File: config.mk
export PLATFORM = sky130hd
export DESIGN_NAME = dde_ctrl
export DESIGN_NICKNAME = d
export VERILOG_FILES = /design/src/hdl/dde_pkg.sv /design/src/hdl/dde_ctrl.sv
export SDC_FILE = /design/constraint.sdc
export NUM_CORES = 1
export LEC_CHECK = 0
export ABC_AREA = 1
export BUFFER_PORTS_ARGS = -buffer_cell sky130_fd_sc_hd__clkbuf_2
export CORE_AREA = 2 2 39 41
export CTS_CLUSTER_SIZE = 20
export DETAILED_ROUTE_END_ITERATION = 12
export DIE_AREA = 0 0 41 43
export PLACE_DENSITY = 0.45
export SYNTH_ARGS = -nofsm -noshare
export SYNTH_HDL_FRONTEND = slang
export SYNTH_SLANG_ARGS = --single-unit
export TNS_END_PERCENT = 100
File: constraint.sdc
create_clock -name clk -period 2.2 [get_ports clk]
set_clock_uncertainty 0.15 [all_clocks]
set_input_delay 0.44 -clock clk [delete_from_list [all_inputs] [get_ports clk]]
set_output_delay 0.44 -clock clk [all_outputs]
set_load 0.01 [all_outputs]
File: src/hdl/dde_pkg.sv
// ----------------------------------------------------------------------------
// dde_pkg: shared types and constants for the diagonal energy block
// Field widths, request mode codes, register indexes and the
// controller/datapath handshake structs.
// ----------------------------------------------------------------------------
package dde_pkg;

	localparam int VAL_W       = 48;  // table entries, energy offset
	localparam int OUT_W       = 56;  // saturated energy
	localparam int ACC_W       = 61;  // exact sum: 2081 terms of 48 bits
	localparam int ORB_W       = 6;   // orbital index
	localparam int CNT_W       = 7;   // orbital count, 0..64
	localparam int MODE_W      = 2;
	localparam int OCC_W       = 64;
	localparam int ADDR_FULL_W = 2 * ORB_W;
	localparam int CFG_IDX_W   = 1;
	localparam int CFG_W       = 48;

	localparam logic [CNT_W-1:0] ORBITAL_COUNT_RESET = 7'd64;

	localparam logic [MODE_W-1:0] MODE_ONE_BODY = 2'd0;
	localparam logic [MODE_W-1:0] MODE_PAIR     = 2'd1;
	localparam logic [MODE_W-1:0] MODE_QUERY    = 2'd2;

	localparam logic [CFG_IDX_W-1:0] CFG_BASE_ENERGY   = 1'd0;
	localparam logic [CFG_IDX_W-1:0] CFG_ORBITAL_COUNT = 1'd1;

	// controller -> datapath
	typedef struct packed {
		logic take;      // input request accepted this cycle
		logic step;      // issue one table read and advance i/j
		logic load_out;  // move saturated sum into output register
	} dde_cmd_t;

	// datapath -> controller
	typedef struct packed {
		logic last;        // scan sits on the final (i,j) of the query
		logic count_zero;  // effective orbital count is zero
		logic out_free;    // output register can take a result this cycle
	} dde_status_t;

endpackage

File: src/hdl/dde_ctrl.sv
// ----------------------------------------------------------------------------
// dde_ctrl: sequencer for the diagonal energy block
// Accepts requests when idle, walks a query through the table scan,
// drains the read pipeline and hands the result to the output register.
// ----------------------------------------------------------------------------
module dde_ctrl
	import dde_pkg::*;
(
	input  logic              clk,
	input  logic              arst_n,
	input  logic              in_valid,
	input  logic [MODE_W-1:0] mode,
	input  dde_status_t       status,
	output dde_cmd_t          cmd,
	output logic              in_stall
);

	localparam logic [1:0] S_IDLE  = 2'd0;
	localparam logic [1:0] S_RUN   = 2'd1;
	localparam logic [1:0] S_DRAIN = 2'd2;
	localparam logic [1:0] S_DONE  = 2'd3;

	logic [1:0] state_q;
	logic [1:0] state_d;

	always_comb begin
		state_d      = state_q;
		cmd.take     = 1'b0;
		cmd.step     = 1'b0;
		cmd.load_out = 1'b0;
		case (state_q)
			S_IDLE: begin
				cmd.take = in_valid;
				if (in_valid && mode == MODE_QUERY) begin
					state_d = status.count_zero ? S_DRAIN : S_RUN;
				end
			end
			S_RUN: begin
				cmd.step = 1'b1;
				if (status.last) begin
					state_d = S_DRAIN;
				end
			end
			S_DRAIN: begin
				state_d = S_DONE;
			end
			S_DONE: begin
				if (status.out_free) begin
					cmd.load_out = 1'b1;
					state_d      = S_IDLE;
				end
			end
			default: begin
				state_d = S_IDLE;
			end
		endcase
	end

	always_ff @(posedge clk or negedge arst_n) begin
		if (!arst_n) begin
			state_q <= S_IDLE;
		end else begin
			state_q <= state_d;
		end
	end

	assign in_stall = (state_q != S_IDLE);

endmodule

* Yosys cells after proc, flatten, opt, wreduce, memory -nomap -nowiden
Cells that the tools add are included.
** Storage, ports and cells
- Bits in registers :: 2
- Bits of input ports :: 8
- Output and inout bits :: 4
- Word-level logic and storage cells :: 21
** Cells by class
- Equal/unequal tests :: 7
- Mux-type cells :: 9
- Reductions and logical operators :: 4
** Operators with widths (count)
- 2-bit two-way mux :: 4
- 2-bit one-hot mux with 4 select lines :: 1
- 2-bit == test (second input constant) :: 3
- 2-bit != test (second input constant) :: 3
- 1-bit two-way mux :: 4
- 3-bit AND reduction :: 1
- 2-bit by 1-bit == test with 1-bit output (second input constant) :: 1
- 2-bit logical NOT :: 1
- 2-bit nonzero test :: 1
- 1-bit logical AND :: 1

* Logic depth before layout (Yosys ltp)
Gate-level depths: netlist (run 1).
- Depth after elaboration :: 4
- Mapped depth :: 8
- Mapped depth without buffers :: 8

* Worst setup path after synthesis (run 1)
No wires, ideal clock.
- Kind :: register to output
- Start :: reg state_q[0]
- End :: out cmd[2] in the netlist's numbering
- Arrival time :: 813 ps
- Data required time :: 1610 ps
- Setup slack :: 797 ps
- Stages on the path, launching flop included :: 5
- Path buffers :: 0
- Cell sequence :: dfrtp_1 inv_1 ha_1 nand2_1 inv_1
** RTL lines
- start: declaration :: line dde_ctrl.sv:23 : logic [1:0] state_q;
- start signal: assignment :: line dde_ctrl.sv:63 : state_q <= state_d;
- end: declaration :: line dde_ctrl.sv:14 : output dde_cmd_t cmd,

==> results of run 1 <==
## metal layers
| metal | GRT usage, % | vias up |
|---|---|---|
| met5 | 0 | - |
| li1 | - | 132 |
| met1 | 6.431 | 100 |
| met2 | 8.125 | 9 |
| met3 | 3.141 | 0 |
| met4 | 6.000 | 0 |
## power by group
part           leakage, nW  switching [mW]  internal (mW)
logic                0.193           0.143          0.104
clock network       0.0138          0.0185         0.0600
registers           0.0247          0.0208         0.0568
total                0.232           0.182          0.221
## cell usage in the layout, fill, tap and decap left out, drive strengths merged
| cell | count |
|---|---|
| dlygate4sd3 | 1 |
| ha | 5 |
| nor2 | 2 |
| nand3 | 3 |
| o21ai | 1 |
| dfrtp | 2 |
| nand2 | 12 |
| inv | 11 |
| clkbuf | 14 |
## kinds of logic (layout without fill, tap and decap cells)
kind of cell               Yosys count  in the layout  synth area share [%]
DFF                                  2              2                 21.62
buffers and inverters               11             26                 17.84
and+or+nand+nor                     17             17                 31.35
AOI/OAI and AO/OA                    1              1                 2.160
adders and majority gates            5              5                 27.03
## critical path, delay by kind of cell, from the launching register on
family | cells | cell delay (ns)
fa+ha+maj | 1 | 0.20
buf+inv | 3 | 0.29
simple gates | 1 | 0.06
flops | 1 | 0.41
## layout make-up
| class | instances | area (µm²) |
|---|---|---|
| fill | 165 | 1045 |
| multi-input combinational | 23 | 140.1 |
| timing repair buffer | 12 | 65.06 |
| sequential | 2 | 50.05 |
| inverter | 11 | 41.29 |
| clock buffer | 3 | 22.52 |
| tap | 16 | 20.02 |
## path summary, 6_finish.rpt
kind	endpoint	from	cells past startpoint
max in group asynchronous	state_q[1]$_DFFE_PN0P_	arst_n	2
min in group clk	state_q[0]$_DFFE_PN0P_	state_q[0]$_DFFE_PN0P_	2
min	state_q[0]$_DFFE_PN0P_	arst_n	2
min reg2reg	state_q[0]$_DFFE_PN0P_	state_q[0]$_DFFE_PN0P_	2
max reg2reg	state_q[1]$_DFFE_PN0P_	state_q[0]$_DFFE_PN0P_	6
max	cmd[2]	state_q[0]$_DFFE_PN0P_	5
## timing repair
action                                 in CTS  in global routing
endpoints found under the hold margin       2                  0
hold buffers                                1                  0
resized for setup                           0                  0
==> impl_metrics.tcl, run 1 <==
set metrics [dict create \
    netlist_instances 36 \
    synth-edff-count 0 \
    final_util_pct 24.50 \
    coreArea_mm2 0.001384 \
    largest-register "state_q" \
    worstPathMaxFanout 4 \
    cpPeakStageDelay_ns 0.41 \
    synth_area_leaders "ha_1, dfrtp_1, inv_1" \
    final_nets 66 \
    final_cell_area_um2 339.1 \
    clock-sinks 2 \
    grt_pass1_vias 194 \
    placed_cell_area_um2 306.5 \
    ys.flop_type "dfrtp_1" \
    num_io_pins 12 \
    antenna_found_initial 0 \
    postCtsSetupRepairBufs 0 \
    async_reset_ff_share_pct 100.0 \
    top_layer "met3" \
    finalHoldViolations 0 \
    dieArea_mm2 0.001763 \
    syn_nets 49 \
    syn_area_per_cell_um2 6.430 \
    numCtsBuffers 3 \
    wl_met1_um 181 \
    dp_hpwl_um 349.8 \
    setup_viol 0 \
    period_needed_ns 1.760 \
    antenna_cells 0 \
    synth.top_cell.area_share_pct 27.03 \
    grt_max_degree 5 \
    dp.cells 63 \
    ant_nets 0 \
    grt_pass1_wl_um 683 \
    insertion_delay_ns 0.22 \
    synthDistinctLibCells 9 \
    clk_pin_slew_worst_paths_ns 0.03 \
    layout-drive-gt1-share_pct 33.33 \
    fp-row-count 14 \
    path_cells "inv_1 -> ha_1 -> nand2_1 -> inv_1 -> clkbuf_2" \
    dp_slack_ns 0.6572 \
    routedWlPerCell_um 6.313 \
    ys_warn_count 0 \
    p_total_mw 0.4029 \
    die_x_um 41 \
    overflow 0 \
    slowest_stage "dfrtp_1" \
    worst_pin_slew_ns 0.1489 \
    power.density_mw_per_mm2 1188 \
    maxClockFrequency_mhz 568.3 \
    root_buffer "clkbuf_4" \
    area_growth_pct 46.49 \
    gr-usage-all-layers_pct 6.124 \
    wl_met2_um 215 \
    synthesis.area_um2 231.5 \
    synth.largest_area_cell "ha_1" \
    finalCritPeriodShare_pct 79.98 \
    reg_top3 "state_q (2)" \
    hold_ws_ns 0.3843 \
    finalSetupTns_ns 0 \
    drcViolationCount 0 \
    synth-seq-cells 2 \
    start_util_pct 16.73 \
    routed_via_density 3.597 \
    finalMaxSlewViolations 0 \
    holdCritPathClass "input pin to asynchronous set/reset pin" \
    slew_headroom_pct 89.97 \
    cp.required_ns 1.61 \
    rsz0062_at_grt "false" \
    seq_area_frac_synth_pct 21.62 \
    power.leakage_nw 0.2319 \
    cp_common_cell "inv_1" \
    detailroute.via_count 241 \
    dr.pass1.iters 4 \
    numPortBuffers 11 \
    end_kind "output port" \
    wirelength_um 423 \
    max_cap_violations 0 \
    synthTopCellsByCount "inv_1, nand2_1, ha_1" \
    largest_reg_flops 2 \
    rrSetupSlack_ns 0.87 \
    dr_wl_met3_um 26 \
    fin_cells 67 \
    place_congestion 0.6609 \
    setup_ws_ns 0.4405 \
    clockBufferDepth 2 \
    h-tree-depth 1 \
    crit_type "flop to output port" \
    ir_drop_mv 0.2327 \
    cts_tree "done" \
    cp-start-kind "flop" \
    crit_arrival_ns 1.17 \
    die_h_um 43 \
    status "completed" \
    drt_iter0_markers 7 \
]
(Power assumes the default switching activity.)
==> inputs of run 2 (changes only) <==
PLACE_DENSITY = 0.46   (was 0.45)
clock period = 1.5 ns   (was 2.2 ns; I/O delays follow)
==> impl_metrics.tcl, run 2 (same netlist as run 1, synthesis figures left out) <==
set metrics [dict create \
    dp.cells 63 \
    finalCritPeriodShare_pct 101.7 \
    place_congestion 0.7088 \
    detailroute.via_count 247 \
    power.density_mw_per_mm2 1816 \
    regArea_um2 50.05 \
    setup_viol 2 \
    antenna_found_initial 0 \
    gr-usage-all-layers_pct 6.727 \
    overflow 0 \
    start_util_pct 16.73 \
    violations "setup timing" \
    coreArea_mm2 0.001384 \
    status "finished with violations" \
    power.leakage_nw 0.2380 \
    drcViolationCount 0 \
    finalSetupTns_ns -0.04039 \
    crit_type "flop to output port" \
    dp_slack_ns 0.1126 \
    max_cap_violations 0 \
    finalMaxSlewViolations 0 \
    worst_pin_slew_ns 0.1548 \
    clk_pin_slew_worst_paths_ns 0.03 \
    multiInputGateArea_um2 157.7 \
    die_h_um 43 \
    area_growth_pct 60.54 \
    p_total_mw 0.6747 \
    largest_reg_flops 2 \
    cts_tree "done" \
    worstPathMaxFanout 4 \
    insertion_delay_ns 0.22 \
    setup_ws_ns -0.02540 \
    cp-start-kind "flop" \
    holdCritPathClass "input pin to asynchronous set/reset pin" \
    layout-drive-gt1-share_pct 45.28 \
    maxClockFrequency_mhz 655.6 \
    root_buffer "clkbuf_4" \
    numPortBuffers 11 \
    wirelength_um 469 \
    clock-sinks 2 \
    routedWlPerCell_um 6.797 \
    reg_top3 "state_q (2)" \
    rsz0062_at_grt "true" \
    period_needed_ns 1.525 \
    nFillCells 157 \
    ir_drop_mv 0.3418 \
    drt_iter0_markers 3 \
    ant_nets 0 \
    dp_hpwl_um 380.7 \
    largest-register "state_q" \
    finalHoldViolations 0 \
    cp.required_ns 1.05 \
    slew_headroom_pct 89.57 \
    fin_cells 69 \
    die_x_um 41 \
    clockBufferDepth 2 \
    final_nets 68 \
    end_kind "output port" \
    grt_max_degree 5 \
    num_io_pins 12 \
    grt_pass1_vias 237 \
    grt_pass1_wl_um 786 \
    h-tree-depth 1 \
    final_cell_mix "nand2_1, clkbuf_2, inv_1" \
    routed_via_density 3.580 \
    antenna_cells 0 \
    dr.pass1.iters 3 \
    crit_arrival_ns 1.08 \
    numCtsBuffers 3 \
    fp-row-count 14 \
    dieArea_mm2 0.001763 \
]
==> run 2: cell count changes in the layout (fill, tap and decap cells not counted), sizes merged <==
| cell | delta |
|---|---|
| buf | +3 |
| clkbuf | -1 |
==> run 2: worst paths after layout <==
kind	from	endpoint	slack (ns)	cells past startpoint
max reg2reg	state_q[0]$_DFFE_PN0P_	state_q[1]$_DFFE_PN0P_	0.17	8
max in group asynchronous	arst_n	state_q[1]$_DFFE_PN0P_	0.86	2
min reg2reg	state_q[0]$_DFFE_PN0P_	state_q[0]$_DFFE_PN0P_	0.40	2
min in group clk	status[1]	state_q[0]$_DFFE_PN0P_	0.29	6
min	arst_n	state_q[0]$_DFFE_PN0P_	0.25	2
max	state_q[1]$_DFFE_PN0P_	cmd[2]	-0.03	5
==> run 2: worst max-delay path, cell delays in order, from the launching register on <==
cell and delay, ns:
dfrtp_1 0.41, inv_2 0.11, ha_4 0.14, nand2_1 0.04
inv_1 0.04, buf_2 0.12
==> run 2: final cells by class <==
| class | count | area share [%] |
|---|---|---|
| clock buffer | 3 | 6.061 |
| inverter | 11 | 11.11 |
| sequential | 2 | 13.47 |
| multi-input combinational | 23 | 42.42 |
| timing repair buffer | 14 | 21.55 |
| tap | 16 | 5.387 |
==> run 2: timing repair <==
action	4_1_cts	5_1_grt
hold endpoints to repair	2	0
setup buffers	1	1
hold buffers	1	0
endpoints found under the setup margin	3	4
pin swaps	0	1
resized for setup	5	2
==> run 2: per-layer routing <==
layer / GRT usage [%] / wire (µm)
met1: 6.752 / 207
met3: 1.571 / 11
met4: 6.000 / 0
met2: 10.63 / 249
met5: 0 / 0
==> run 2: per-stage QoR <==
step | area, µm² | hold WS, ns | util, %
after global placement | 306.5 | -0.06229 | 22.15
after CTS | 361.6 | 0.2397 | 26.13
after floorplan | 231.5 | -0.1456 | -
after global routing | 371.6 | 0.2568 | 26.85
after detailed placement | 306.5 | -0.06172 | 22.15
final | 371.6 | 0.2473 | 26.85
==> run 2: report_power, final <==
part / switching (mW) / total (mW) / internal, mW
Sequential: 0.0313 / 0.115 / 0.0834
Clock: 0.0301 / 0.118 / 0.0883
Combinational: 0.235 / 0.442 / 0.206
Total: 0.297 / 0.675 / 0.378
